`config.mk`:
```
export PLATFORM = sky130hd
export DESIGN_NAME = pausable_stopwatch_top_flat
export DESIGN_NICKNAME = d
export VERILOG_FILES = /design/src/rtl/core/psw_pkg.sv /design/src/rtl/core/psw_if.sv /design/src/rtl/core/psw_core.sv /design/src/rtl/core/pausable_stopwatch_top.sv /design/src/flat_wrapper.sv
export SDC_FILE = /design/constraint.sdc
export NUM_CORES = 1
export LEC_CHECK = 0
export ABC_CLOCK_PERIOD_IN_PS = 3800
export BUFFER_PORTS_ARGS = -buffer_cell sky130_fd_sc_hd__buf_2
export CAP_MARGIN = 20
export CORE_ASPECT_RATIO = 1.2
export CORE_MARGIN = 4
export CORE_UTILIZATION = 40
export CTS_CLUSTER_DIAMETER = 40
export DETAILED_ROUTE_END_ITERATION = 8
export PLACE_DENSITY = 0.59
export SYNTH_ARGS = -nofsm -noshare
export SYNTH_HDL_FRONTEND = slang
export SYNTH_SLANG_ARGS = --single-unit
```
`constraint.sdc`:
```
create_clock -name clk -period 3.8 [get_ports clk]
set_input_delay 0.19 -clock clk [delete_from_list [all_inputs] [get_ports clk]]
set_output_delay 0.19 -clock clk [all_outputs]
set_load 0.01 [all_outputs]
```
`src/rtl/core/psw_pkg.sv`:
```
`timescale 1ns / 1ps
`default_nettype none
// ----------------------------------------------------------------------------
// psw_pkg
// Shared types and codes of the pausable stopwatch: modes, commands, result
// codes and the word types that pass between the top level and the core.
// ----------------------------------------------------------------------------
package psw_pkg;

	localparam int unsigned OP_W   = 3;
	localparam int unsigned USEC_W = 63;
	localparam int unsigned CODE_W = 3;
	localparam int unsigned MODE_W = 2;

	localparam logic [USEC_W-1:0] USEC_MAX = {USEC_W{1'b1}};

	typedef enum logic [MODE_W-1:0] {
		MODE_IDLE    = 2'd0,
		MODE_RUNNING = 2'd1,
		MODE_PAUSED  = 2'd2,
		MODE_STOPPED = 2'd3
	} mode_t;

	typedef enum logic [OP_W-1:0] {
		OP_START   = 3'd0,
		OP_STOP    = 3'd1,
		OP_PAUSE   = 3'd2,
		OP_RESTART = 3'd3,
		OP_READ    = 3'd4,
		OP_PEEK    = 3'd5
	} op_t;

	typedef enum logic [CODE_W-1:0] {
		RC_OK         = 3'd0,
		RC_RUNNING    = 3'd1,
		RC_IDLE       = 3'd2,
		RC_STOPPED    = 3'd3,
		RC_WRONG_MODE = 3'd4
	} rc_t;

	typedef struct packed {
		logic [OP_W-1:0]   operation;
		logic [USEC_W-1:0] now_usec;
	} cmd_t;

	typedef struct packed {
		logic [CODE_W-1:0] result_code;
		logic [USEC_W-1:0] elapsed_usec;
		logic [MODE_W-1:0] mode_after;
	} rsp_t;

endpackage
`default_nettype wire

```
`src/rtl/core/psw_if.sv`:
```
`timescale 1ns / 1ps
`default_nettype none
// ----------------------------------------------------------------------------
// psw_cmd_if / psw_rsp_if
// Valid/ready channels of the stopwatch: command words in, result words out.
// ----------------------------------------------------------------------------
interface psw_cmd_if;
	logic                         valid;
	logic                         ready;
	logic [psw_pkg::OP_W-1:0]     operation;
	logic [psw_pkg::USEC_W-1:0]   now_usec;

	modport source (output valid, output operation, output now_usec, input ready);
	modport sink   (input valid, input operation, input now_usec, output ready);
	modport mon    (input valid, input operation, input now_usec, input ready);
endinterface

interface psw_rsp_if;
	logic                         valid;
	logic                         ready;
	logic [psw_pkg::CODE_W-1:0]   result_code;
	logic [psw_pkg::USEC_W-1:0]   elapsed_usec;
	logic [psw_pkg::MODE_W-1:0]   mode_after;

	modport source (output valid, output result_code, output elapsed_usec,
		output mode_after, input ready);
	modport sink   (input valid, input result_code, input elapsed_usec,
		input mode_after, output ready);
	modport mon    (input valid, input result_code, input elapsed_usec,
		input mode_after, input ready);
endinterface
`default_nettype wire

```
`src/rtl/core/psw_core.sv`:
```
`timescale 1ns / 1ps
`default_nettype none
// ----------------------------------------------------------------------------
// psw_core
// Stopwatch state (mode, segment start, accumulated time) and the per-command
// decision logic. The state advances on step; the result is combinational.
// ----------------------------------------------------------------------------
module psw_core (
	input  wire logic          clk,
	input  wire logic          arst_n,
	input  wire logic          step,
	input  wire psw_pkg::cmd_t cmd,
	output psw_pkg::rsp_t      rsp
);

	psw_pkg::mode_t                mode_q, mode_d;
	logic [psw_pkg::USEC_W-1:0]    seg_start_q, seg_start_d;
	logic [psw_pkg::USEC_W-1:0]    acc_q, acc_d;

	psw_pkg::op_t                  op;
	logic                          seg_fwd;
	logic [psw_pkg::USEC_W-1:0]    seg_len;
	logic [psw_pkg::USEC_W+1:0]    sum_w;
	logic [psw_pkg::USEC_W-1:0]    acc_add;

	assign op      = psw_pkg::op_t'(cmd.operation);
	// time running backwards counts as an empty segment
	assign seg_fwd = cmd.now_usec >= seg_start_q;
	assign seg_len = seg_fwd ? (cmd.now_usec - seg_start_q) : '0;
	assign sum_w   = {2'b00, acc_q} + {2'b00, cmd.now_usec} - {2'b00, seg_start_q};

	always_comb begin
		if (!seg_fwd) begin
			acc_add = acc_q;
		end else if (|sum_w[psw_pkg::USEC_W+1:psw_pkg::USEC_W]) begin
			acc_add = psw_pkg::USEC_MAX;
		end else begin
			acc_add = sum_w[psw_pkg::USEC_W-1:0];
		end
	end

	// next state
	always_comb begin
		mode_d      = mode_q;
		seg_start_d = seg_start_q;
		acc_d       = acc_q;
		case (op)
			psw_pkg::OP_START: begin
				if (mode_q != psw_pkg::MODE_RUNNING) begin
					if (mode_q != psw_pkg::MODE_PAUSED) acc_d = '0;
					seg_start_d = cmd.now_usec;
					mode_d      = psw_pkg::MODE_RUNNING;
				end
			end
			psw_pkg::OP_STOP: begin
				if (mode_q == psw_pkg::MODE_RUNNING) acc_d = acc_add;
				if (mode_q != psw_pkg::MODE_IDLE) mode_d = psw_pkg::MODE_STOPPED;
			end
			psw_pkg::OP_PAUSE: begin
				if (mode_q == psw_pkg::MODE_RUNNING) begin
					acc_d  = acc_add;
					mode_d = psw_pkg::MODE_PAUSED;
				end
			end
			psw_pkg::OP_RESTART: begin
				acc_d       = '0;
				seg_start_d = cmd.now_usec;
				mode_d      = psw_pkg::MODE_RUNNING;
			end
			default: ;
		endcase
	end

	// result word
	always_comb begin
		rsp.result_code  = psw_pkg::RC_OK;
		rsp.elapsed_usec = '0;
		rsp.mode_after   = mode_d;
		case (op)
			psw_pkg::OP_START: begin
				if (mode_q == psw_pkg::MODE_RUNNING) rsp.result_code = psw_pkg::RC_RUNNING;
			end
			psw_pkg::OP_STOP: begin
				if (mode_q == psw_pkg::MODE_IDLE) rsp.result_code = psw_pkg::RC_IDLE;
			end
			psw_pkg::OP_PAUSE: begin
				if (mode_q == psw_pkg::MODE_IDLE) begin
					rsp.result_code = psw_pkg::RC_IDLE;
				end else if (mode_q == psw_pkg::MODE_STOPPED) begin
					rsp.result_code = psw_pkg::RC_STOPPED;
				end
			end
			psw_pkg::OP_READ: begin
				if (mode_q inside {psw_pkg::MODE_PAUSED, psw_pkg::MODE_STOPPED}) begin
					rsp.elapsed_usec = acc_q;
				end else begin
					rsp.result_code = psw_pkg::RC_WRONG_MODE;
				end
			end
			psw_pkg::OP_PEEK: begin
				if (mode_q == psw_pkg::MODE_RUNNING) begin
					rsp.elapsed_usec = seg_len;
				end else begin
					rsp.result_code = psw_pkg::RC_WRONG_MODE;
				end
			end
			default: ;
		endcase
	end

	always_ff @(posedge clk or negedge arst_n) begin
		if (!arst_n) begin
			mode_q      <= psw_pkg::MODE_IDLE;
			seg_start_q <= '0;
			acc_q       <= '0;
		end else if (step) begin
			mode_q      <= mode_d;
			seg_start_q <= seg_start_d;
			acc_q       <= acc_d;
		end
	end

endmodule
`default_nettype wire

```
`src/rtl/core/pausable_stopwatch_top.sv`:
```
`timescale 1ns / 1ps
`default_nettype none
// ----------------------------------------------------------------------------
// pausable_stopwatch_top
// Stopwatch with idle, running, paused and stopped modes, driven by
// timestamped commands.
// ----------------------------------------------------------------------------
// Usage:
//   cmd carries one command word per handshake: operation and now_usec.
//   rsp returns exactly one result word per command, in order: result_code,
//   elapsed_usec and the mode after the command.
//   An accepted word is first held in the input register; the decision
//   and state update then write the result register, where rsp.valid
//   rises. Throughput is one word per cycle while the receiver does not
//   stall; the state update is a single pass of the mode logic and a
//   65-bit add and subtract, saturated to USEC_MAX.
//   The input register refills while the result register still holds an
//   unread word. When the receiver stalls, one word waits in each register
//   and cmd.ready drops; nothing is lost or repeated.
//   Reset puts the stopwatch in idle with zero segment start and zero
//   accumulated time, and empties both registers.
// ----------------------------------------------------------------------------
module pausable_stopwatch_top (
	input  wire logic clk,
	input  wire logic arst_n,
	psw_cmd_if.sink   cmd,
	psw_rsp_if.source rsp
);

	logic          valid_s1;
	psw_pkg::cmd_t cmd_s1;
	logic          rsp_valid_q;
	psw_pkg::rsp_t rsp_q;
	psw_pkg::rsp_t rsp_d;
	logic          step;

	// s1 word moves into the result register when that one is free or drains
	assign step      = valid_s1 && (!rsp_valid_q || rsp.ready);
	assign cmd.ready = !valid_s1 || step;

	always_ff @(posedge clk or negedge arst_n) begin
		if (!arst_n) begin
			valid_s1 <= 1'b0;
		end else if (cmd.ready) begin
			valid_s1 <= cmd.valid;
		end
	end

	always_ff @(posedge clk) begin
		if (cmd.ready && cmd.valid) begin
			cmd_s1.operation <= cmd.operation;
			cmd_s1.now_usec  <= cmd.now_usec;
		end
	end

	psw_core u_core (
		.clk    (clk),
		.arst_n (arst_n),
		.step   (step),
		.cmd    (cmd_s1),
		.rsp    (rsp_d)
	);

	always_ff @(posedge clk or negedge arst_n) begin
		if (!arst_n) begin
			rsp_valid_q <= 1'b0;
		end else if (step) begin
			rsp_valid_q <= 1'b1;
		end else if (rsp.ready) begin
			rsp_valid_q <= 1'b0;
		end
	end

	always_ff @(posedge clk) begin
		if (step) rsp_q <= rsp_d;
	end

	assign rsp.valid        = rsp_valid_q;
	assign rsp.result_code  = rsp_q.result_code;
	assign rsp.elapsed_usec = rsp_q.elapsed_usec;
	assign rsp.mode_after   = rsp_q.mode_after;

endmodule
`default_nettype wire

```
`src/flat_wrapper.sv`:
```
// flat-port wrapper written by rule: the top's interface ports become plain ports
module pausable_stopwatch_top_flat 
  (clk, arst_n, cmd_valid, cmd_operation, cmd_now_usec, cmd_ready, rsp_valid, rsp_result_code, rsp_elapsed_usec, rsp_mode_after, rsp_ready);
  psw_cmd_if cmd_i ();
  psw_rsp_if rsp_i ();
  input  wire logic clk;
  input  wire logic arst_n;
  input wire logic [$bits(cmd_i.valid)-1:0] cmd_valid;
  input wire logic [$bits(cmd_i.operation)-1:0] cmd_operation;
  input wire logic [$bits(cmd_i.now_usec)-1:0] cmd_now_usec;
  output wire logic [$bits(cmd_i.ready)-1:0] cmd_ready;
  output wire logic [$bits(rsp_i.valid)-1:0] rsp_valid;
  output wire logic [$bits(rsp_i.result_code)-1:0] rsp_result_code;
  output wire logic [$bits(rsp_i.elapsed_usec)-1:0] rsp_elapsed_usec;
  output wire logic [$bits(rsp_i.mode_after)-1:0] rsp_mode_after;
  input wire logic [$bits(rsp_i.ready)-1:0] rsp_ready;
  assign cmd_i.valid = cmd_valid;
  assign cmd_i.operation = cmd_operation;
  assign cmd_i.now_usec = cmd_now_usec;
  assign cmd_ready = cmd_i.ready;
  assign rsp_valid = rsp_i.valid;
  assign rsp_result_code = rsp_i.result_code;
  assign rsp_elapsed_usec = rsp_i.elapsed_usec;
  assign rsp_mode_after = rsp_i.mode_after;
  assign rsp_i.ready = rsp_ready;
  pausable_stopwatch_top u_core (.clk(clk), .arst_n(arst_n), .cmd(cmd_i), .rsp(rsp_i));
endmodule
```
==> Word-level counts from Yosys, hierarchy flattened <==
Index checks and enable logic that the tools add are counted.
{ "totals": {"reg_bits": 264, "inputBits": 70, "output_inout_bits": 70, "word_cells": 70} }
{ "op_classes": {"n_addsub": 3, "n_lt_le_gt_ge": 1, "eq_ne": 14, "mux": 25, "reduce_logical": 17} }
{ "ops": {"columns": ["operator", "count"], "rows": [
  ["$mux W63", 9],
  ["$pmux W63 S2", 2],
  ["$pmux W63 S3", 1],
  ["$sub A64 B63 Y65", 1],
  ["$add A63 B63 Y64", 1],
  ["$ge A63 B63 Y1", 1],
  ["$sub A63 B63 Y63", 1],
  ["$pmux W3 S5", 1],
  ["$mux W2", 6],
  ["$pmux W2 S4", 1],
  ["$reduce_bool A2 Y1", 4],
  ["$eq A3 B2 Y1 const B", 2],
  ["$eq A3 B3 Y1 const B", 2],
  ["$mux W3", 2],
  ["$ne A2 B1 Y1 const B", 3],
  ["$ne A2 B2 Y1 const B", 3],
  ["$reduce_and A6 Y1", 1],
  ["$eq A2 B2 Y1 const B", 2],
  ["$reduce_or A2 Y1", 2],
  ["$eq A3 B1 Y1 const B", 1],
  ["$logic_not A3 Y1", 1],
  ["$mux W1", 3],
  ["$reduce_and A3 Y1", 1],
  ["$reduce_bool A3 Y1", 1],
  ["other kinds (5)", 8]
]} }

==> Logic depth before layout (Yosys ltp) <==
Gate-level depths: netlist of run 1.
{ "depth": {"ltp_word": 7, "mapped_depth": 16, "ltp_nobuf": 15} }

==> Cells and area by module <==
From an unflattened synthesis of run 1, not the netlist that was laid out.
{ "hier_totals": {"cells_unflattened": 2172, "area_unflattened_um2": 19721.4} }
{ "modules_own_cells": {"columns": ["mod", "n_inst", "cells_per_inst", "area_per_inst_um2", "seq_area_each_um2"], "rows": [
  ["psw_core", 1, 2030, 15593.7, 3203.1],
  ["pausable_stopwatch_top", 1, 142, 4127.7, 4073.9]
]} }

==> Worst setup path before layout of run 1 <==
OpenSTA, ideal clock, no wires.
{ "synth_timing": {"path_type": "register -> register", "start": "reg u_core.u_core.seg_start_q[23] (netlist name)", "end": "reg u_core.u_core.acc_q[38] (netlist name)", "setup_ps": 155, "arrival_ps": 3397, "t_required_ps": 3645, "setup_slack_ps": 247, "stages_incl_launch_ff": 15, "n_path_buf": 2, "period_less_slack_ps": 3553, "cell_sequence": "dfrtp_1 fa_1 inv_1 ha_1 buf_2 nand4_1 or3_4 or3_1 o221ai_2 a21oi_2 a21boi_2 a31oi_4 nor4_4 buf_6 a221oi_2"} }
{ "synth_via": {"elab_chain_len": 6, "word_cells_on_any_way": 9, "cone_classes": "1 x add/sub; 1 x order compare; 1 x eq/ne; 4 x mux; 2 x reduce/logical"} }
{ "synth_lines": {"columns": ["element", "line", "source"], "rows": [
  ["from (decl)", "psw_core.sv:17", "logic [psw_pkg::USEC_W-1:0] seg_start_q, seg_start_d;"],
  ["from (signal assigned)", "psw_core.sv:118", "seg_start_q <= seg_start_d;"],
  ["$sub A64 B63 Y65", "psw_core.sv:30", "assign sum_w = {2'b00, acc_q} + {2'b00, cmd.now_usec} - {2'b00, seg_start_q};"],
  ["$reduce_or A2 Y1", "psw_core.sv:35", "end else if (|sum_w[psw_pkg::USEC_W+1:psw_pkg::USEC_W]) begin"],
  ["$mux W63", "psw_core.sv:35", null],
  ["$mux W63", "psw_core.sv:33", "if (!seg_fwd) begin"],
  ["$mux W63", "psw_core.sv:56, psw_core.sv:60", null],
  ["$pmux W63 S3", "psw_core.sv:47", "case (op)"],
  ["to (signal assigned)", "psw_core.sv:115", "acc_q <= '0;"],
  ["to (signal assigned)", "psw_core.sv:119", "acc_q <= acc_d;"],
  ["to (decl)", "psw_core.sv:18", "logic [psw_pkg::USEC_W-1:0] acc_q, acc_d;"]
]} }
Several ways; a longest one is shown, not always the timed one. The select of a mux whose other input is x is not followed.
A chain may end at the register's enable or synchronous reset.

==> impl_metrics.sql, run 1 <==
INSERT INTO impl_metrics (metric_group, metric, value, unit) VALUES
('worst_setup_path', 'number_of_cells_on_the_worst_reg_to_reg_path', '14', ''),
('clock_network', 'insertion_delay', '0.59', 'ns'),
('floorplan', 'initial_utilization', '40.5', '%'),
('sta', 'period_share', '98.5', '%'),
('global_routing', 'track_usage', '24.7', '%'),
('global_routing', 'grt_max_degree', '126', ''),
('layout', 'post_layout_nonfiller_instances', '3494', ''),
('detailed_routing', 'wl_per_cell', '19.9', 'um'),
('run', 'maxCapViolCount', '0', ''),
('power', 'ir_drop', '0.000585', 'V'),
('clock_network', 'cts-root-buf', 'sky130_fd_sc_hd__clkbuf_16', ''),
('sta', 'setup_slack', '0.0565', 'ns'),
('clock_network', 'cts.path.max_buffers', '3', ''),
('power', 'power.leakage', '12.6', 'nW'),
('placement', 'gp_congestion', '0.910', ''),
('worst_hold_path', 'worstHoldPathType', 'in2async', ''),
('yosys', 'yosys.cell_types.count', '88', ''),
('worst_setup_path', 'max_stage_delay', '0.41', 'ns'),
('floorplan', 'fp.coreArea', '50400', 'sq um'),
('yosys', 'synth.yosys.warnings', '0', ''),
('sta', 'setup_repair_after_global_routing_missed_its_margin', 'yes', ''),
('detailed_routing', 'detailroute.via_count', '19078', ''),
('clock_network', 'cts.sink_count', '264', ''),
('layout', 'final_net_count', '3073', ''),
('floorplan', 'die_height', '256', 'um'),
('worst_setup_path', 'worst_path_most_repeated_cell', 'sky130_fd_sc_hd__buf_4', ''),
('sta', 'worst_pin_slew', '0.935', 'ns'),
('global_routing', 'antenna_violations_before_repair', '0', ''),
('global_routing', 'met1_resource_use_gr', '30.2', '%'),
('placement', 'dpl.hpwl', '52600', 'um'),
('sta', 'hold_fails_final_rpt', '0', ''),
('sta', 'relSlewSlack', '37.7', '%'),
('layout', 'drive_above_1_share', '24.5', '%'),
('yosys', 'ys.flop_type', 'sky130_fd_sc_hd__edfxtp_1', ''),
('floorplan', 'ioPinCount', '140', ''),
('outcome', 'outcome', 'finished, final reports clean', ''),
('floorplan', 'fp.dieArea', '54800', 'sq um'),
('worst_setup_path', 'worst-path-max-fanout', '3', ''),
('clock_network', 'cts_tree', 'built', ''),
('floorplan', 'placement_rows', '90', ''),
('clock_network', 'h-tree-depth', '2', ''),
('power', 'pwr-share-seq', '14.6', '%'),
('power', 'power_frac_clock', '15.8', '%'),
('layout', 'number_of_diodes_added_for_antenna_fixing', '0', ''),
('worst_setup_path', 'critical_path.startpoint_type', 'register', ''),
('sta', 'max_freq', '267', 'MHz'),
('worst_setup_path', 'critical-path-top-delay-family', 'compound AO/OA/AOI/OAI gates', ''),
('worst_setup_path', 'crit_path_top_delay_cell', 'sky130_fd_sc_hd__edfxtp_1', ''),
('power', 'post-layout-total-power', '28.2', 'mW'),
('layout', 'utilization', '54.0', '%'),
('power', 'internal_power', '15.2', 'mW'),
('yosys', 'synthesis.area_per_instance', '8.99', 'sq um'),
('detailed_routing', 'dr.first_iter.drc_count', '1422', ''),
('detailed_routing', 'detailedRoute.firstPassIterationCount', '5', ''),
('yosys', 'synth_enable_flop_cells', '134', ''),
('placement', 'placed_cells_incl_taps', '3314', ''),
('yosys', 'ys_seq_elements', '264', ''),
('sta', 'timing_max_transition_violations_final', '0', ''),
('global_routing', 'first_pass_grt_wire_length', '109000', 'um'),
('placement', 'dpl-instance-area', '24300', 'sq um'),
('detailed_routing', 'routed_wirelength', '69500', 'um'),
('yosys', 'synthesis.nets', '2541', ''),
('worst_setup_path', 'endpoint_arrival_time_on_the_critical_path', '4.09', 'ns'),
('worst_setup_path', 'cp_cell_sequence', 'buf_4 -> ha_1 -> nor2b_2 -> o31ai_2 -> buf_4 -> a211o_2 -> a2111oi_2 -> buf_4 -> nor2_2 -> buf_4 -> o2111a_1 -> o41ai_4 -> xor2_1 -> a22o_1', ''),
('power', 'net-switching-power', '13.0', 'mW'),
('yosys', 'yosysSeqAreaShare', '35.6', '%'),
('detailed_routing', 'post-route-drc-count', '0', ''),
('worst_setup_path', 'timing.critical_path.depth', '14', ''),
('global_routing', 'grt_pass1_vias', '19877', ''),
('clock_network', 'clk_transition_reported_paths', '0.05', 'ns'),
('detailed_routing', 'antenna_violating_nets_post_route', '0', '');
-- power groups by stage --
stage / clock, mW / sequential (mW) / combinational [mW]
floorplan: 0 / 4.10 / 11.1
global placement: 0 / 4.14 / 17.9
detailed placement: 0 / 4.17 / 18.0
CTS: 4.54 / 4.13 / 18.7
global route: 4.67 / 4.20 / 21.5
finish: 4.45 / 4.12 / 19.6
-- layout by cell type, fill, tap and decap left out, drive strengths merged, types with 48 or more instances in the layout --
cell and instances:
a21o 66, a21oi 161, a22o 55, buf 518, clkbuf 63, dfrtp 130, dlygate4sd3 70, edfxtp 134
fa 64, ha 132, inv 360, nand2 208, nand4 50, nor2 92, nor3 83, o21ai 162
o2bb2ai 53, xnor2 48, xor2 53
-- worst register-to-register path, cell delays in order, from the launching register on --
cell	delay [ns]
sky130_fd_sc_hd__edfxtp_1	0.41
sky130_fd_sc_hd__buf_4	0.16
sky130_fd_sc_hd__ha_1	0.30
sky130_fd_sc_hd__nor2b_2	0.21
sky130_fd_sc_hd__o31ai_2	0.09
sky130_fd_sc_hd__buf_4	0.15
sky130_fd_sc_hd__a211o_2	0.38
sky130_fd_sc_hd__a2111oi_2	0.35
sky130_fd_sc_hd__buf_4	0.21
sky130_fd_sc_hd__nor2_2	0.06
sky130_fd_sc_hd__buf_4	0.17
sky130_fd_sc_hd__o2111a_1	0.35
sky130_fd_sc_hd__o41ai_4	0.32
sky130_fd_sc_hd__xor2_1	0.11
sky130_fd_sc_hd__a22o_1	0.23
-- synth_stat cells, types with 17 or more instances --
| cell type | count | area share (%) |
|---|---|---|
| sky130_fd_sc_hd__nand3_1 | 30 | 0.73 |
| sky130_fd_sc_hd__nor2_1 | 92 | 1.7 |
| sky130_fd_sc_hd__or3_1 | 17 | 0.52 |
| sky130_fd_sc_hd__nor3_1 | 83 | 2.0 |
| sky130_fd_sc_hd__a21o_1 | 66 | 2.4 |
| sky130_fd_sc_hd__nand2_1 | 208 | 3.8 |
| sky130_fd_sc_hd__buf_2 | 36 | 0.88 |
| sky130_fd_sc_hd__xor2_1 | 53 | 2.3 |
| sky130_fd_sc_hd__inv_1 | 353 | 6.5 |
| sky130_fd_sc_hd__o21bai_1 | 21 | 0.77 |
| sky130_fd_sc_hd__nand4_1 | 50 | 1.5 |
| sky130_fd_sc_hd__o2bb2ai_1 | 53 | 2.3 |
| sky130_fd_sc_hd__nand2b_1 | 18 | 0.55 |
| sky130_fd_sc_hd__dfrtp_1 | 130 | 16 |
| sky130_fd_sc_hd__o21ai_0 | 156 | 3.8 |
| sky130_fd_sc_hd__a22o_1 | 55 | 2.4 |
| sky130_fd_sc_hd__fa_1 | 64 | 6.3 |
| sky130_fd_sc_hd__edfxtp_1 | 134 | 20 |
| sky130_fd_sc_hd__a21oi_1 | 159 | 3.9 |
| sky130_fd_sc_hd__o211ai_1 | 21 | 0.77 |
| sky130_fd_sc_hd__ha_1 | 132 | 8.1 |
| sky130_fd_sc_hd__o21a_1 | 18 | 0.66 |
| sky130_fd_sc_hd__a211oi_1 | 20 | 0.73 |
| sky130_fd_sc_hd__clkbuf_1 | 62 | 1.1 |
| sky130_fd_sc_hd__xnor2_1 | 48 | 2.1 |
-- stage by stage --
stage | hold slack [ns] | TNS (ns)
6_report | 0.282 | 0
2_1_floorplan | -0.106 | 0
5_1_grt | 0.288 | -0.307
4_1_cts | 0.272 | 0
3_3_place_gp | 0.363 | -15.05
3_5_place_dp | 0.368 | -20.35
-- routing by layer --
layer,vias up,wire length (um),part of all wire (%)
li1,9116,-,-
met1,9267,28700,41
met2,526,34600,50
met3,169,2830,4.1
met4,0,3400,4.9
met5,-,0,0
-- kinds of logic (layout without fill, tap and decap cells) --
| kind of cell | Yosys count | count (layout) | share of synthesized area (%) |
|---|---|---|---|
| compound gates | 686 | 686 | 23.3 |
| xor+xnor | 101 | 101 | 4.33 |
| fa+ha+maj | 196 | 196 | 14.3 |
| buf+inv | 463 | 1038 | 9.03 |
| flops | 264 | 264 | 35.6 |
| mux | 4 | 4 | 0.202 |
| simple gates | 561 | 561 | 13.2 |
-- worst paths after layout --
path,slack [ns],end,startpoint
min reg2reg,0.50,u_core.rsp.valid,u_core.valid_s1
max,0.06,u_core.rsp.elapsed_usec[61],u_core.cmd_s1[1]
min in group clk,0.31,u_core.cmd_s1[62],cmd_now_usec[62]
max reg2reg,0.06,u_core.rsp.elapsed_usec[61],u_core.cmd_s1[1]
max in group asynchronous,2.53,u_core.u_core.acc_q[50],arst_n
min,0.28,u_core.u_core.seg_start_q[15],arst_n
-- timing repair --
| item | 4_1_cts | 5_1_grt |
|---|---|---|
| resized for setup | 23 | 53 |
| endpoints found under the setup margin | 89 | 79 |
| gates cloned | 1 | 1 |
| pin swaps | 6 | 26 |
| endpoints found under the hold margin | 149 | 0 |
| hold buffers | 70 | 0 |
| setup buffers | 4 | 7 |
-- cell type report --
class | count | area [sq um] | share of cell area (%)
multi-input cells | 1548 | 11700 | 42.9
flip-flops and latches | 264 | 7280 | 26.7
repair buffers | 589 | 4440 | 16.3
clock buffers | 62 | 1380 | 5.07
inverters | 353 | 1330 | 4.87
well taps | 644 | 806 | 2.96
clock inverters | 34 | 320 | 1.18
-- sequential cells by signal (all words and copies together), names as in the netlist --
name,flops
u_core.rsp.valid,1
u_core.rsp.elapsed_usec,63
u_core.u_core.seg_start_q,63
u_core.rsp.mode_after,2
u_core.u_core.mode_q,2
u_core.u_core.acc_q,63
u_core.cmd_s1,66
u_core.rsp.result_code,3
u_core.valid_s1,1
Note: power is estimated with default switching activity, not from simulation.
==> run 2: changes to the inputs <==
--- a/config.mk
+++ b/config.mk
@@ -13,6 +13,7 @@
 export CORE_UTILIZATION = 40
 export CTS_CLUSTER_DIAMETER = 40
 export DETAILED_ROUTE_END_ITERATION = 8
+export MAX_ROUTING_LAYER = met4
 export PLACE_DENSITY = 0.59
 export SYNTH_ARGS = -nofsm -noshare
 export SYNTH_HDL_FRONTEND = slang
==> run 2 against run 1 <==
  * Non-clock buffer count rose by 22
  * Die area did not move
  * Largest cell class unchanged
  * Critical endpoint is now u_core.rsp.elapsed_usec[62]
  * Register-to-register slack improved by 0.03 ns
  * Fmax rose by 0.70%
  * Design area rose by 1.4%
  * Clock power rose by 9.7%
  * Largest power group unchanged
  * Core utilization rose by 0.76 points
  * Sequential cell count did not move
==> impl_metrics.sql, run 2 (same netlist as run 1, synthesis figures left out) <==
INSERT INTO impl_metrics (metric_group, metric, value, unit) VALUES
('outcome', 'outcome', 'finished, final reports clean', ''),
('worst_setup_path', 'timing.critical_path.to_type', 'register', ''),
('worst_setup_path', 'critical_path.startpoint_type', 'register', ''),
('power', 'power_frac_clock', '16.9', '%'),
('placement', 'io_buffers', '139', ''),
('clock_network', 'clk_transition_reported_paths', '0.05', 'ns'),
('worst_setup_path', 'cp_cell_sequence', 'ha_1 -> buf_4 -> a21oi_1 -> o31ai_2 -> a211oi_2 -> a2111oi_2 -> buf_4 -> o21ai_0 -> buf_4 -> o21ai_2 -> buf_4 -> a311oi_2 -> xnor2_1 -> a22o_1', ''),
('run', 'maxCapViolCount', '0', ''),
('layout', 'leading_cell_types_in_the_layout_fill_and_taps_excluded', 'sky130_fd_sc_hd__buf_4, sky130_fd_sc_hd__inv_1, sky130_fd_sc_hd__nand2_1', ''),
('sta', 'max_freq', '269', 'MHz'),
('clock_network', 'insertion_delay', '0.60', 'ns'),
('floorplan', 'die_height', '256', 'um'),
('detailed_routing', 'antenna_violating_nets_post_route', '0', ''),
('sta', 'clock-skew-final', '0.0244', 'ns'),
('power', 'switching_share', '45.5', '%'),
('layout', 'post_layout_nonfiller_instances', '3520', ''),
('worst_setup_path', 'crit_path_top_delay_cell', 'sky130_fd_sc_hd__edfxtp_1', ''),
('power', 'post-layout-total-power', '28.9', 'mW'),
('global_routing', 'total_congestion_overflow_after_global_routing', '0', ''),
('power', 'combinationalPowerShare', '68.8', '%'),
('sta', 'totalNegativeSetupSlack', '0', 'ns'),
('detailed_routing', 'post-route-drc-count', '0', ''),
('detailed_routing', 'routed_wirelength', '70800', 'um'),
('floorplan', 'initial_utilization', '40.5', '%'),
('layout', 'final_net_count', '3097', ''),
('worst_setup_path', 'worst_path_most_repeated_cell', 'sky130_fd_sc_hd__buf_4', ''),
('sta', 'hold_fails_final_rpt', '0', ''),
('worst_setup_path', 'worst_setup_path_startpoint', 'u_core.cmd_s1[17]', ''),
('floorplan', 'placement_rows', '90', ''),
('layout', 'largest-register', 'u_core.cmd_s1', ''),
('clock_network', 'cts.path.max_buffers', '3', ''),
('placement', 'placed_cells_incl_taps', '3336', ''),
('clock_network', 'cts-root-buf', 'sky130_fd_sc_hd__clkbuf_16', ''),
('global_routing', 'global_routing_s_busiest_layer', 'met2', ''),
('worst_setup_path', 'endpoint_arrival_time_on_the_critical_path', '4.05', 'ns'),
('sta', 'finalSetupViolCount', '0', ''),
('detailed_routing', 'detailedRoute.firstPassIterationCount', '5', ''),
('worst_setup_path', 'worst-path-max-fanout', '6', ''),
('power', 'pwr-share-seq', '14.3', '%'),
('worst_setup_path', 'critical_path_required', '4.13', 'ns'),
('worst_setup_path', 'crit_type', 'reg2reg', ''),
('layout', 'area_grow_syn2layout', '35.0', '%'),
('power', 'internal_power', '15.7', 'mW'),
('worst_setup_path', 'rr_startpoint', 'u_core.cmd_s1[17]', ''),
('clock_network', 'h-tree-depth', '2', ''),
('power', 'power.leakage', '12.8', 'nW'),
('global_routing', 'met3_usage', '3.25', '%'),
('clock_network', 'cts_tree', 'built', ''),
('global_routing', 'fraction_of_met2_tracks_used_by_global_routing', '44.8', '%'),
('global_routing', 'track_usage', '26.0', '%'),
('sta', 'timing_max_transition_violations_final', '0', ''),
('floorplan', 'fp.dieArea', '54800', 'sq um'),
('detailed_routing', 'detailroute.via_count', '19228', ''),
('layout', 'drive_above_1_share', '25.5', '%'),
('sta', 'hold_slack', '0.274', 'ns'),
('clock_network', 'cts.sink_count', '264', ''),
('sta', 'relSlewSlack', '38.1', '%'),
('floorplan', 'fp.coreArea', '50400', 'sq um'),
('layout', 'number_of_diodes_added_for_antenna_fixing', '0', ''),
('clock_network', 'numCtsBuffers', '53', ''),
('power', 'cellPowerDensity', '1050', 'nW/um^2'),
('global_routing', 'met1_resource_use_gr', '30.9', '%'),
('placement', 'gp_congestion', '1.00', ''),
('global_routing', 'grt_pass1_vias', '19908', ''),
('layout', 'largest_register_ff_count', '66', ''),
('detailed_routing', 'route.detailed.vias_per_inst', '5.46', ''),
('global_routing', 'grt_max_degree', '126', ''),
('worst_hold_path', 'worstHoldPathType', 'in2async', ''),
('layout', 'num-fill-cells', '4611', ''),
('sta', 'period_share', '97.8', '%'),
('detailed_routing', 'dr.first_iter.drc_count', '1409', ''),
('sta', 'worst_pin_slew', '0.929', 'ns'),
('placement', 'dpl.hpwl', '54000', 'um'),
('worst_setup_path', 'max_stage_delay', '0.45', 'ns'),
('sta', 'setup_repair_after_global_routing_missed_its_margin', 'yes', ''),
('floorplan', 'ioPinCount', '140', ''),
('floorplan', 'die_width', '214', 'um'),
('global_routing', 'antenna_violations_before_repair', '0', ''),
('detailed_routing', 'wl_per_cell', '20.1', 'um'),
('sta', 'post-route-min-period', '3.72', 'ns'),
('power', 'ir_drop', '0.000636', 'V'),
('worst_setup_path', 'number_of_cells_on_the_worst_reg_to_reg_path', '14', ''),
('power', 'net-switching-power', '13.2', 'mW'),
('global_routing', 'first_pass_grt_wire_length', '111000', 'um'),
('layout', 'layout.cells.most_common', 'sky130_fd_sc_hd__buf_4', '');
run 2: path summary, 6_finish.rpt:
path                            slack [ns]                             to
worst min-delay path                  0.27  u_core.u_core.seg_start_q[15]
worst max-delay path                  0.08    u_core.rsp.elapsed_usec[62]
worst max register to register        0.08    u_core.rsp.elapsed_usec[62]
max in group asynchronous             2.53        u_core.u_core.acc_q[27]
worst min register to register        0.51               u_core.rsp.valid
min in group clk                      0.31              u_core.cmd_s1[60]
run 2: layout make-up:
cell class | count | area, sq um | area share [%]
Sequential cell | 264 | 7280 | 26.4
Inverter | 353 | 1330 | 4.81
Tap cell | 644 | 806 | 2.92
Multi-Input combinational cell | 1548 | 11700 | 42.4
Timing Repair Buffer | 611 | 4630 | 16.8
Clock inverter | 40 | 460 | 1.67
Clock buffer | 60 | 1410 | 5.09
run 2: metal layers:
metal	routed length [um]	part of all wire [%]
met1	29000	41
met4	3180	4.5
met2	35300	50
met3	3310	4.7
met5	0	0
run 2: critical path, delay by kind of cell (launching register included):
family | cells | cell delay (ns)
compound gates | 8 | 1.83
xor+xnor | 1 | 0.13
fa+ha+maj | 1 | 0.34
buf+inv | 4 | 0.69
flops | 1 | 0.45
run 2: through the flow:
stage                     setup WS [ns]  util [%]  area, sq um
after floorplan                   0.247         -        20400
after global placement           -0.332      48.5        24500
after detailed placement         -0.363      48.5        24500
after CTS                      0.000738      54.0        27200
after global routing            -0.0253      54.7        27600
final                            0.0826      54.7        27600
run 2: timing repair:
| item | CTS | global route |
|---|---|---|
| gates cloned | 1 | 1 |
| resized for setup | 27 | 50 |
| setup buffers | 4 | 7 |
| pin swaps | 5 | 23 |
| endpoints found under the setup margin | 77 | 76 |
| hold endpoints to repair | 148 | 0 |
| hold buffers | 70 | 0 |
run 2: power by group through the flow:
stage,Combinational [mW],Clock (mW),Sequential (mW)
floorplan,11.1,0,4.10
global route,21.8,5.12,4.20
finish,19.9,4.88,4.13
detailed placement,18.3,0,4.16
CTS,19.1,4.98,4.12
global placement,18.2,0,4.15
==> run 3: changes to the inputs <==
--- a/config.mk
+++ b/config.mk
@@ -13,8 +13,8 @@
 export CORE_UTILIZATION = 40
 export CTS_CLUSTER_DIAMETER = 40
 export DETAILED_ROUTE_END_ITERATION = 8
-export MAX_ROUTING_LAYER = met4
 export PLACE_DENSITY = 0.59
+export SLEW_MARGIN = 20
 export SYNTH_ARGS = -nofsm -noshare
 export SYNTH_HDL_FRONTEND = slang
 export SYNTH_SLANG_ARGS = --single-unit
==> run 3 against run 2 <==
  * Critical path type unchanged
  * Die area stayed put
  * Sequential share of layout area grew 0.14 points
  * Fmax is 1.4% lower
  * Core utilization decreased by 0.28 points
  * Global-route usage shrank 1.2 points
  * Count of clock-buffer cells in the layout is 5 lower
  * Wire length down 1.6%
  * Critical endpoint is now u_core.rsp.elapsed_usec[61]
  * Setup slack worse by 0.052 ns
  * Clock skew shrank 0.0014 ns
  * Clock power about the same
  * Sequential power barely moved
==> impl_metrics.sql, run 3 (same netlist as run 1, synthesis figures left out) <==
INSERT INTO impl_metrics (metric_group, metric, value, unit) VALUES
('outcome', 'outcome', 'finished, final reports clean', ''),
('layout', 'drive_above_1_share', '25.2', '%'),
('layout', 'area_grow_syn2layout', '34.3', '%'),
('layout', 'number_of_diodes_added_for_antenna_fixing', '0', ''),
('clock_network', 'cts.sink_count', '264', ''),
('clock_network', 'cts.path.max_buffers', '3', ''),
('placement', 'placement.setup.worst_slack', '-0.437', 'ns'),
('power', 'post-layout-total-power', '28.7', 'mW'),
('layout', 'final_net_count', '3074', ''),
('global_routing', 'first_pass_grt_wire_length', '109000', 'um'),
('sta', 'period_share', '99.2', '%'),
('floorplan', 'die_width', '214', 'um'),
('worst_setup_path', 'endpoint_arrival_time_on_the_critical_path', '4.11', 'ns'),
('worst_setup_path', 'worst-path-max-fanout', '3', ''),
('floorplan', 'ioPinCount', '140', ''),
('layout', 'num-fill-cells', '4576', ''),
('detailed_routing', 'post-route-drc-count', '0', ''),
('clock_network', 'cts-root-buf', 'sky130_fd_sc_hd__clkbuf_16', ''),
('detailed_routing', 'route.detailed.vias_per_inst', '5.45', ''),
('worst_setup_path', 'crit_type', 'reg2reg', ''),
('global_routing', 'grt_pass1_vias', '20027', ''),
('floorplan', 'fp.coreArea', '50400', 'sq um'),
('sta', 'hold_slack', '0.286', 'ns'),
('layout', 'area_taken_by_flip_flops_and_latches', '7280', 'sq um'),
('detailed_routing', 'dr.first_iter.drc_count', '1324', ''),
('power', 'pwr-share-seq', '14.4', '%'),
('detailed_routing', 'routed_wirelength', '69700', 'um'),
('detailed_routing', 'wl_per_cell', '19.9', 'um'),
('run', 'maxCapViolCount', '0', ''),
('floorplan', 'die_height', '256', 'um'),
('sta', 'worst_pin_slew', '0.947', 'ns'),
('global_routing', 'total_congestion_overflow_after_global_routing', '0', ''),
('power', 'ir_drop', '0.000653', 'V'),
('power', 'power.leakage', '12.7', 'nW'),
('layout', 'leading_cell_types_in_the_layout_fill_and_taps_excluded', 'sky130_fd_sc_hd__buf_4, sky130_fd_sc_hd__inv_1, sky130_fd_sc_hd__nand2_1', ''),
('sta', 'post-route-min-period', '3.77', 'ns'),
('sta', 'setup_repair_after_global_routing_missed_its_margin', 'yes', ''),
('floorplan', 'fp.dieArea', '54800', 'sq um'),
('layout', 'largest_register_ff_count', '66', ''),
('detailed_routing', 'detailedRoute.firstPassIterationCount', '6', ''),
('worst_setup_path', 'timing.critical_path.to_type', 'register', ''),
('sta', 'finalSetupViolCount', '0', ''),
('sta', 'timing_max_transition_violations_final', '0', ''),
('sta', 'relSlewSlack', '36.9', '%'),
('layout', 'layout.cells.most_common', 'sky130_fd_sc_hd__buf_4', ''),
('clock_network', 'numCtsBuffers', '50', ''),
('sta', 'hold_fails_final_rpt', '0', ''),
('power', 'internal_power', '15.7', 'mW'),
('clock_network', 'h-tree-depth', '2', ''),
('clock_network', 'clk_transition_reported_paths', '0.06', 'ns'),
('global_routing', 'grt_max_degree', '126', ''),
('worst_setup_path', 'critical_path_required', '4.14', 'ns'),
('detailed_routing', 'detailroute.via_count', '19054', ''),
('placement', 'gp_congestion', '0.910', ''),
('floorplan', 'initial_utilization', '40.5', '%'),
('power', 'net-switching-power', '13.0', 'mW'),
('clock_network', 'insertion_delay', '0.60', 'ns'),
('worst_hold_path', 'worstHoldPathType', 'in2async', ''),
('global_routing', 'track_usage', '24.8', '%'),
('worst_setup_path', 'r2r_slack', '0.03', 'ns'),
('floorplan', 'placement_rows', '90', ''),
('layout', 'multi_input_area', '11800', 'sq um'),
('power', 'combinationalPowerShare', '68.7', '%'),
('power', 'cellPowerDensity', '1050', 'nW/um^2'),
('power', 'power_frac_clock', '17.0', '%'),
('sta', 'max_freq', '265', 'MHz'),
('layout', 'largest-register', 'u_core.cmd_s1', ''),
('placement', 'io_buffers', '139', ''),
('global_routing', 'antenna_violations_before_repair', '0', ''),
('sta', 'clock-skew-final', '0.0231', 'ns'),
('placement', 'dpl.hpwl', '52600', 'um'),
('clock_network', 'cts_tree', 'built', ''),
('worst_setup_path', 'critical_path.startpoint_type', 'register', ''),
('power', 'switching_share', '45.4', '%'),
('detailed_routing', 'antenna_violating_nets_post_route', '0', ''),
('sta', 'setup_slack', '0.0305', 'ns');
## run 3: cell type report
cell class | count | share of cell area [%]
multi-input cells | 1548 | 42.9
clock inverters | 39 | 1.96
well taps | 644 | 2.93
repair buffers | 591 | 16.2
inverters | 353 | 4.83
clock buffers | 55 | 4.70
flip-flops and latches | 264 | 26.5
## run 3: layer usage
metal	global-route usage [%]	wire length (um)
met5	0	0
met2	43.3	34200
met3	3.25	3140
met4	11.9	3730
met1	30.3	28600
## run 3: worst max-delay path, cell delays in order (launching register included)
cell	delay, ns
sky130_fd_sc_hd__dfrtp_1	0.37
sky130_fd_sc_hd__buf_4	0.13
sky130_fd_sc_hd__inv_1	0.07
sky130_fd_sc_hd__ha_4	0.28
sky130_fd_sc_hd__nor2b_4	0.16
sky130_fd_sc_hd__o31ai_1	0.10
sky130_fd_sc_hd__buf_4	0.16
sky130_fd_sc_hd__a211o_4	0.40
sky130_fd_sc_hd__a2111oi_4	0.30
sky130_fd_sc_hd__buf_4	0.20
sky130_fd_sc_hd__nor2_1	0.09
sky130_fd_sc_hd__buf_4	0.18
sky130_fd_sc_hd__o2111a_2	0.31
sky130_fd_sc_hd__o41ai_4	0.43
sky130_fd_sc_hd__xor2_1	0.12
sky130_fd_sc_hd__a22o_1	0.22
## run 3: worst paths after layout
path	from	to	depth (start not counted)
hold reg to reg	u_core.valid_s1	u_core.rsp.valid	1
max in group asynchronous	arst_n	u_core.u_core.acc_q[50]	3
min in group clk	cmd_now_usec[41]	u_core.cmd_s1[41]	2
hold / removal	arst_n	u_core.u_core.seg_start_q[15]	2
setup reg to reg	u_core.u_core.seg_start_q[1]	u_core.rsp.elapsed_usec[61]	15
setup / recovery	u_core.u_core.seg_start_q[1]	u_core.rsp.elapsed_usec[61]	15
## run 3: per-stage QoR
stage	util, %	setup TNS (ns)	std cells	area, sq um
final	54.4	0	3494	27500
after global routing	54.4	-0.183	3494	27500
after CTS	53.6	0	3487	27000
after detailed placement	48.1	-19.76	3314	24300
after global placement	48.1	-15.05	3313	24300
after floorplan	-	0	2275	20400
## run 3: power groups by stage
stage / clock network, mW / registers (mW) / logic [mW]
6_report: 4.87 / 4.12 / 19.7
5_1_grt: 5.09 / 4.19 / 21.6
4_1_cts: 4.98 / 4.12 / 18.8
3_5_place_dp: 0 / 4.16 / 18.0
3_3_place_gp: 0 / 4.14 / 17.9
2_1_floorplan: 0 / 4.10 / 11.1
## run 3: timing repair
item | CTS | global route
setup endpoints to repair | 89 | 79
pin swaps | 9 | 26
resized for setup | 24 | 68
cloned | 1 | 1
setup buffers | 8 | 5
hold endpoints to repair | 149 | 0
hold buffers | 70 | 0
